**src/hw/rtl/cdpd_pkg.sv**
```systemverilog
package cdpd_pkg;

  // field widths
  localparam int ReqW    = 2;
  localparam int SampleW = 10;
  localparam int StampW  = 32;
  localparam int DebW    = 16;
  localparam int ThrW    = 10;
  localparam int SumW    = 15;
  localparam int CfgIdxW = 1;
  localparam int CfgW    = 16;

  // defaults
  localparam int CalSamplesDef = 30;
  localparam logic [DebW-1:0] DebounceRst  = DebW'(100);
  localparam logic [ThrW-1:0] ThresholdRst = ThrW'(30);

  // configuration register indexes
  localparam logic [CfgIdxW-1:0] CFG_DEBOUNCE  = 1'b0;
  localparam logic [CfgIdxW-1:0] CFG_THRESHOLD = 1'b1;

  // request codes
  typedef enum logic [ReqW-1:0] {
    REQ_CAL_START  = 2'd0,
    REQ_CAL_SAMPLE = 2'd1,
    REQ_SENSOR     = 2'd2,
    REQ_READ_FLAGS = 2'd3
  } req_type_t;

endpackage

```
**src/hw/rtl/calibrated_debounced_presence_detector.sv**
```systemverilog
// path: an accepted word is held in the input register, then written to the result register, which drives out_valid
// throughput: one word per cycle; the input register feeds the state update and result
//   register directly, so input and output stall only on out_ready
// reset: synchronous active-low rst_n clears all detector state and valid bits and
//   loads debounce_ms = 100 and threshold = 30; no clearing pass is needed
module calibrated_debounced_presence_detector #(
  parameter int CAL_SAMPLES = cdpd_pkg::CalSamplesDef
) (
  input  logic                             clk,
  input  logic                             rst_n,
  // input channel
  input  logic                             in_valid,
  output logic                             in_ready,
  input  logic [cdpd_pkg::ReqW-1:0]        in_req_type,
  input  logic [cdpd_pkg::SampleW-1:0]     in_sample_value,
  input  logic [cdpd_pkg::StampW-1:0]      in_now_ms,
  // result channel
  output logic                             out_valid,
  input  logic                             out_ready,
  output logic                             out_detected,
  output logic                             out_lost,
  output logic                             out_present,
  output logic [cdpd_pkg::SampleW-1:0]     out_baseline,
  output logic                             out_calibrated,
  // configuration port
  input  logic                             cfg_we,
  input  logic [cdpd_pkg::CfgIdxW-1:0]     cfg_index,
  input  logic [cdpd_pkg::CfgW-1:0]        cfg_wdata
);

  localparam int SumW     = cdpd_pkg::SumW;
  localparam int BaseW    = cdpd_pkg::SampleW;
  localparam int CntW     = $clog2(CAL_SAMPLES + 1);
  // exact reciprocal for a SumW-bit dividend
  localparam int DivShift = SumW + $clog2(CAL_SAMPLES);
  localparam int MulW     = DivShift + 1;
  localparam int ProdW    = SumW + MulW;
  localparam logic [MulW-1:0] DivMul =
    MulW'(((64'd1 << DivShift) + 64'(CAL_SAMPLES) - 64'd1) / 64'(CAL_SAMPLES));
  localparam logic [CntW-1:0] CalLast = CntW'(CAL_SAMPLES);

  // configuration registers
  logic [cdpd_pkg::DebW-1:0] debounce_r;
  logic [cdpd_pkg::ThrW-1:0] threshold_r;

  always_ff @(posedge clk) begin
    if (!rst_n) begin
      debounce_r  <= cdpd_pkg::DebounceRst;
      threshold_r <= cdpd_pkg::ThresholdRst;
    end else if (cfg_we) begin
      unique case (cfg_index)
        cdpd_pkg::CFG_DEBOUNCE:  debounce_r  <= cfg_wdata[cdpd_pkg::DebW-1:0];
        cdpd_pkg::CFG_THRESHOLD: threshold_r <= cfg_wdata[cdpd_pkg::ThrW-1:0];
      endcase
    end
  end

  // handshake: input register then result register
  logic s1_valid_r;
  logic out_valid_r;
  logic out_adv;
  logic fire;

  assign out_adv  = !out_valid_r || out_ready;
  assign fire     = s1_valid_r && out_adv;
  assign in_ready = !s1_valid_r || out_adv;

  // input register
  cdpd_pkg::req_type_t          s1_req_r;
  logic [BaseW-1:0]             s1_sample_r;
  logic [cdpd_pkg::StampW-1:0]  s1_now_r;

  always_ff @(posedge clk) begin
    if (!rst_n) begin
      s1_valid_r <= 1'b0;
    end else if (in_ready) begin
      s1_valid_r <= in_valid;
    end
  end

  always_ff @(posedge clk) begin
    if (in_valid && in_ready) begin
      s1_req_r    <= cdpd_pkg::req_type_t'(in_req_type);
      s1_sample_r <= in_sample_value;
      s1_now_r    <= in_now_ms;
    end
  end

  // detector state
  logic [BaseW-1:0]            baseline_r, baseline_nxt;
  logic [SumW-1:0]             cal_sum_r, cal_sum_nxt;
  logic [CntW-1:0]             cal_count_r, cal_count_nxt;
  logic                        raw_r, raw_nxt;
  logic                        prev_raw_r, prev_raw_nxt;
  logic                        deb_r, deb_nxt;
  logic                        tmr_run_r, tmr_run_nxt;
  logic [cdpd_pkg::StampW-1:0] tmr_start_r, tmr_start_nxt;
  logic                        det_flag_r, det_flag_nxt;
  logic                        lost_flag_r, lost_flag_nxt;
  logic                        rd_det, rd_lost;

  // calibration datapath: running sum and mean by reciprocal multiply
  logic [SumW-1:0]  sum_inc;
  logic [CntW-1:0]  count_inc;
  logic [ProdW-1:0] mean_prod;
  logic [BaseW-1:0] mean;

  assign sum_inc   = cal_sum_r + SumW'(s1_sample_r);
  assign count_inc = cal_count_r + 1'b1;
  assign mean_prod = ProdW'(sum_inc) * ProdW'(DivMul);
  assign mean      = mean_prod[DivShift +: BaseW];

  // sensor datapath: deviation compare and debounce timer
  logic [BaseW-1:0]            diff;
  logic                        beam_cut;
  logic [cdpd_pkg::StampW-1:0] elapsed;
  logic                        settled;

  assign diff     = (s1_sample_r > baseline_r) ? (s1_sample_r - baseline_r)
                                               : (baseline_r - s1_sample_r);
  assign beam_cut = diff > threshold_r;
  assign elapsed  = s1_now_r - tmr_start_r;
  assign settled  = elapsed > cdpd_pkg::StampW'(debounce_r);

  // next state
  always_comb begin
    baseline_nxt  = baseline_r;
    cal_sum_nxt   = cal_sum_r;
    cal_count_nxt = cal_count_r;
    raw_nxt       = raw_r;
    prev_raw_nxt  = prev_raw_r;
    deb_nxt       = deb_r;
    tmr_run_nxt   = tmr_run_r;
    tmr_start_nxt = tmr_start_r;
    det_flag_nxt  = det_flag_r;
    lost_flag_nxt = lost_flag_r;
    rd_det        = 1'b0;
    rd_lost       = 1'b0;
    if (fire) begin
      unique case (s1_req_r)
        cdpd_pkg::REQ_CAL_START: begin
          baseline_nxt  = '0;
          cal_sum_nxt   = '0;
          cal_count_nxt = '0;
          raw_nxt       = 1'b0;
          prev_raw_nxt  = 1'b0;
          deb_nxt       = 1'b0;
          tmr_run_nxt   = 1'b0;
          tmr_start_nxt = '0;
          det_flag_nxt  = 1'b0;
          lost_flag_nxt = 1'b0;
        end
        cdpd_pkg::REQ_CAL_SAMPLE: begin
          if (cal_count_r < CalLast) begin
            cal_sum_nxt   = sum_inc;
            cal_count_nxt = count_inc;
            if (count_inc == CalLast) begin
              baseline_nxt = mean;
            end
          end
        end
        cdpd_pkg::REQ_SENSOR: begin
          if (baseline_r != '0) begin
            raw_nxt = beam_cut;
            if (beam_cut != prev_raw_r) begin
              tmr_start_nxt = s1_now_r;
              tmr_run_nxt   = 1'b1;
            end else if (tmr_run_r && settled) begin
              tmr_run_nxt = 1'b0;
              if (deb_r != beam_cut) begin
                det_flag_nxt  = beam_cut;
                lost_flag_nxt = !beam_cut;
              end
              deb_nxt = beam_cut;
            end
            prev_raw_nxt = beam_cut;
          end
        end
        cdpd_pkg::REQ_READ_FLAGS: begin
          rd_det        = det_flag_r;
          rd_lost       = lost_flag_r;
          det_flag_nxt  = 1'b0;
          lost_flag_nxt = 1'b0;
        end
      endcase
    end
  end

  always_ff @(posedge clk) begin
    if (!rst_n) begin
      baseline_r  <= '0;
      cal_sum_r   <= '0;
      cal_count_r <= '0;
      raw_r       <= 1'b0;
      prev_raw_r  <= 1'b0;
      deb_r       <= 1'b0;
      tmr_run_r   <= 1'b0;
      tmr_start_r <= '0;
      det_flag_r  <= 1'b0;
      lost_flag_r <= 1'b0;
    end else begin
      baseline_r  <= baseline_nxt;
      cal_sum_r   <= cal_sum_nxt;
      cal_count_r <= cal_count_nxt;
      raw_r       <= raw_nxt;
      prev_raw_r  <= prev_raw_nxt;
      deb_r       <= deb_nxt;
      tmr_run_r   <= tmr_run_nxt;
      tmr_start_r <= tmr_start_nxt;
      det_flag_r  <= det_flag_nxt;
      lost_flag_r <= lost_flag_nxt;
    end
  end

  // result register
  logic             out_det_r, out_lost_r, out_present_r, out_cal_r;
  logic [BaseW-1:0] out_base_r;

  always_ff @(posedge clk) begin
    if (!rst_n) begin
      out_valid_r <= 1'b0;
    end else if (out_adv) begin
      out_valid_r <= s1_valid_r;
    end
  end

  always_ff @(posedge clk) begin
    if (fire) begin
      out_det_r     <= rd_det;
      out_lost_r    <= rd_lost;
      out_present_r <= deb_nxt;
      out_base_r    <= baseline_nxt;
      out_cal_r     <= baseline_nxt != '0;
    end
  end

  assign out_valid      = out_valid_r;
  assign out_detected   = out_det_r;
  assign out_lost       = out_lost_r;
  assign out_present    = out_present_r;
  assign out_baseline   = out_base_r;
  assign out_calibrated = out_cal_r;

  // checks
  a_flags_exclusive: assert property (@(posedge clk) disable iff (!rst_n)
    !(det_flag_r && lost_flag_r))
    else $error("detect and lost flags both set");

  a_idle_uncalibrated: assert property (@(posedge clk) disable iff (!rst_n)
    (baseline_r == '0) |-> (!raw_r && !deb_r && !tmr_run_r))
    else $error("sensor state moved without a baseline");

  a_cal_count_bound: assert property (@(posedge clk) disable iff (!rst_n)
    cal_count_r <= CalLast)
    else $error("calibration count overran");

  a_result_flag: assert property (@(posedge clk) disable iff (!rst_n)
    out_valid_r |-> (out_cal_r == (out_base_r != '0)))
    else $error("calibrated flag disagrees with baseline");

  a_stall_holds: assert property (@(posedge clk) disable iff (!rst_n)
    (s1_valid_r && !out_adv) |=> (s1_valid_r && $stable(s1_sample_r)
                                   && $stable(s1_now_r) && $stable(s1_req_r)))
    else $error("input register changed while stalled");

endmodule
```
**config.mk**
```make
export PLATFORM = sky130hd
export DESIGN_NAME = calibrated_debounced_presence_detector
export DESIGN_NICKNAME = d
export VERILOG_FILES = /design/src/hw/rtl/cdpd_pkg.sv /design/src/hw/rtl/calibrated_debounced_presence_detector.sv
export SDC_FILE = /design/constraint.sdc
export NUM_CORES = 1
export LEC_CHECK = 0
export ABC_AREA = 1
export BUFFER_PORTS_ARGS = -buffer_cell sky130_fd_sc_hd__buf_2
export CORE_ASPECT_RATIO = 1.2
export CORE_UTILIZATION = 50
export DETAILED_ROUTE_END_ITERATION = 7
export HOLD_SLACK_MARGIN = 0.08
export PLACE_DENSITY_LB_ADDON = 0.05
export SYNTH_ARGS = -nofsm -noshare
export SYNTH_HDL_FRONTEND = slang
export SYNTH_SLANG_ARGS = --single-unit
```
**constraint.sdc**
```tcl
create_clock -name clk -period 6.4 [get_ports clk]
set_input_delay 1.28 -clock clk [delete_from_list [all_inputs] [get_ports clk]]
set_output_delay 1.28 -clock clk [all_outputs]
set_load 0.02 [all_outputs]
```
==> flow_metrics.env <==
export IMPL_worst_ep_arrival_time_ps=6360
export IMPL_avgRoutedWirePerCell_um=15.1
export IMPL_critPathLaunchType="flop"
export IMPL_clk_pin_slew_worst_paths_ps=70
export IMPL_dieArea_sq_um=25900
export IMPL_hold_viol_final=0
export IMPL_comb_power_share_pct=33.1
export IMPL_min_period_over_period_pct=96.6
export IMPL_synthTopCellsByArea="ha_1 17%, dfxtp_1 15%, nand2_1 15%"
export IMPL_fin_hold_ws_ps=461
export IMPL_drt_initial_drc_count=470
export IMPL_swShare_pct=35.9
export IMPL_drv_slew=0
export IMPL_cp_required_ps=6580
export IMPL_maxCapViolations=0
export IMPL_max_freq_ghz=0.162
export IMPL_skew_ps=13.8
export IMPL_synth_xor_area_share_pct=3.19
export IMPL_p_sw_mw=1.15
export IMPL_antenna_cells=0
export IMPL_synth_top_area_share_pct=17.2
export IMPL_synth_top_area_cell="ha_1"
export IMPL_holdCritPathClass="reg -> reg"
export IMPL_critPathKind="reg -> reg"
export IMPL_status="finished, final reports clean"
export IMPL_antenna_found_initial=0
export IMPL_clock_path_buffers=2
export IMPL_port_buffers=81
export IMPL_antenna_left=0
export IMPL_dpl_cell_area_sq_um=13500
export IMPL_vias=11200
export IMPL_cts_sinks=153
export IMPL_drive_above_1_share_pct=13.2
export IMPL_setup_viol_count_final=0
export IMPL_p_int_mw=2.05
export IMPL_synthCells=1750
export IMPL_postCtsHoldBufs=0
export IMPL_worstSetupEndpointType="flop"
export IMPL_grt_ovfl_total=0
export IMPL_crit_path_max_incr_delay_ps=530
export IMPL_die_y_um=176
export IMPL_netlist_area_sq_um=12600
export IMPL_min_period_ps=6180
export IMPL_grt_pass1_wl_mm=53.0
export IMPL_slew_headroom_pct=27.5
export IMPL_final_util_pct=58.2
export IMPL_dpl_hpwl_mm=26.3
export IMPL_ys_seq_area_share_pct=28.8
export IMPL_cts_tree="built"
export IMPL_dp_cells=2148
export IMPL_grt_pass1_vias=11000
export IMPL_fin_cells=2189
export IMPL_die_w_um=147
export IMPL_avgSynthCellArea_sq_um=7.22
export IMPL_n_fill_cell=2356
export IMPL_cts_root_buf="clkbuf_16"
export IMPL_ys_types=54
export IMPL_drcViolationCount=0
export IMPL_worst_slew_pin_slew_ps=1090
export IMPL_syn2layout_area_growth_pct=13.9
export IMPL_synth_compound_area_share_pct=11.6
export IMPL_muxShareOfSynthArea_pct=0.0792
export IMPL_pre_cts_ws_ps=27.3
export IMPL_dr_pass1_iters=5
export IMPL_setup_tns_ps=0
export IMPL_core_sq_um=24800
export IMPL_initial_core_util_pct=51.0
export IMPL_clock_latency_ps=440
export IMPL_pin_count=82
export IMPL_ys_ff_latch=153
export IMPL_power_mw=3.20
export IMPL_peakVddDrop_mv=0.152
export IMPL_fin_ws_ps=219
export IMPL_grtUsageTotal_pct=26.0
export IMPL_vias_per_cell=5.14
export IMPL_routabilityCongestion=0.932
export IMPL_power_frac_seq_pct=33.6
export IMPL_yosysWarnings=0
export IMPL_cp_max_fo=5
export IMPL_layout_nets=2115
export IMPL_grt_max_degree=65
export IMPL_synthAdderAreaFrac_pct=21.0
export IMPL_yosys_area_share_simple_pct=24.7
export IMPL_leakage_nw=7.11
export IMPL_syn_nets=2014
export IMPL_design_area_sq_um=14400
export IMPL_htree_levels=4
export IMPL_wl_mm=33.0
export IMPL_placementRows=63
export IMPL_clkPwrFrac_pct=33.2
export IMPL_cts_buffers_inserted=17
export IMPL_powerDensity_nw_per_um2=222
export IMPL_cp_slowest_cell="fa_1"
export IMPL_synth_top_family_by_area="simple AND/OR/NAND/NOR gates"
-- placed cells by master, fill, tap and decap left out, drive strengths merged, types with 5 or more instances in the layout --
master,instances
nor2,114
o211ai,10
clkinv,6
nand3,55
inv,328
xnor2,7
and2,6
dfxtp,95
o21ai,62
nor4,5
nand4,23
nand2,513
a31oi,5
a21o,10
a21boi,5
ha,174
buf,109
nor3,14
xor2,36
fa,24
edfxtp,58
a21oi,157
or2,6
clkbuf,18
-- registers in the layout, indices dropped and copies added, names as in the netlist, 2 cells and up --
name,cells
s1_now_r,32
tmr_start_r,32
debounce_r,16
cal_sum_r,15
baseline_r,10
out_baseline,10
s1_sample_r,10
threshold_r,10
cal_count_r,5
s1_req_r,2
-- per-layer routing --
layer	global-route usage [%]	share of wire [%]	up-vias
li1	-	-	5799
met1	29.2	42	5189
met2	48.6	52	201
met3	3.23	2.8	59
met4	11.9	3.7	0
met5	0	0	-
-- critical path: cells and delay by family (launching register included) --
| kind | cells | cell delay (ps) |
|---|---|---|
| AOI/OAI and AO/OA | 7 | 1110 |
| xor gates and xnor gates | 1 | 170 |
| adders and majority gates | 8 | 2950 |
| buffers and inverters | 3 | 170 |
| DFF | 1 | 450 |
| and+or+nand+nor | 12 | 1040 |
-- synthesized netlist by cell type, drive strengths merged --
cell type and count:
o21bai 4, nand3b 4, nand4 23, ha 174, buf 12, dfxtp 95
o22ai 1, o21a 2, edfxtp 58, xnor2 7, o2111ai 1, a21o 10
a21boi 5, nor2 114, a21oi 157, o22a 1, o31ai 1, fa 24
nand3 55, nor3 14, inv 320, and2 6, clkinv 3, nor4 5
a31oi 5, o211ai 10, o21ai 62, o221ai 1, a221oi 2, a211oi 3
or2 6, xor2 36, mux2i 1, clkbuf 15, nand2 513
-- layout make-up --
| type | instances | area (sq um) | area share (%) |
|---|---|---|---|
| clock buffer | 18 | 429 | 2.98 |
| clock inverter | 14 | 184 | 1.28 |
| inverter | 323 | 1210 | 8.42 |
| multi-input combinational | 1247 | 7900 | 54.9 |
| sequential | 153 | 3640 | 25.3 |
| tap | 325 | 407 | 2.83 |
| timing repair buffer | 109 | 616 | 4.28 |
-- worst paths after layout --
check / startpoint / endpoint / slack, ps / cells after the start
worst min-delay path: tmr_start_r[20] / tmr_start_r[20] / 460 / 2
worst max-delay path: s1_sample_r[0] / out_calibrated / 220 / 31
worst max register to register: s1_sample_r[0] / out_calibrated / 220 / 31
worst min register to register: tmr_start_r[20] / tmr_start_r[20] / 460 / 2
-- power by group through the flow --
stage          combinational [mW]  sequential (mW)  clock (mW)
6_report                     1.06             1.07        1.06
3_3_place_gp                0.936             1.10           0
5_1_grt                      1.20             1.08        1.12
2_1_floorplan               0.691             1.09           0
3_5_place_dp                0.947             1.10           0
4_1_cts                     0.954             1.08        1.08
-- repair_timing --
item / 4_1_cts / 5_1_grt
endpoints found under the setup margin: 1 / 18
pin swaps: 0 / 23
resized for setup: 2 / 47
cloned: 0 / 0
buffers inserted: 0 / 9
-- kinds of logic after synthesis --
group,count (synthesis)
adder cells (fa/ha/maj),198
AND/OR/NAND/NOR,740
flip-flops,153
AO/OA/AOI/OAI,265
multiplexers,1
XOR/XNOR,43
buffers and inverters,350
No activity file was read; power rests on OpenSTA's default activity.
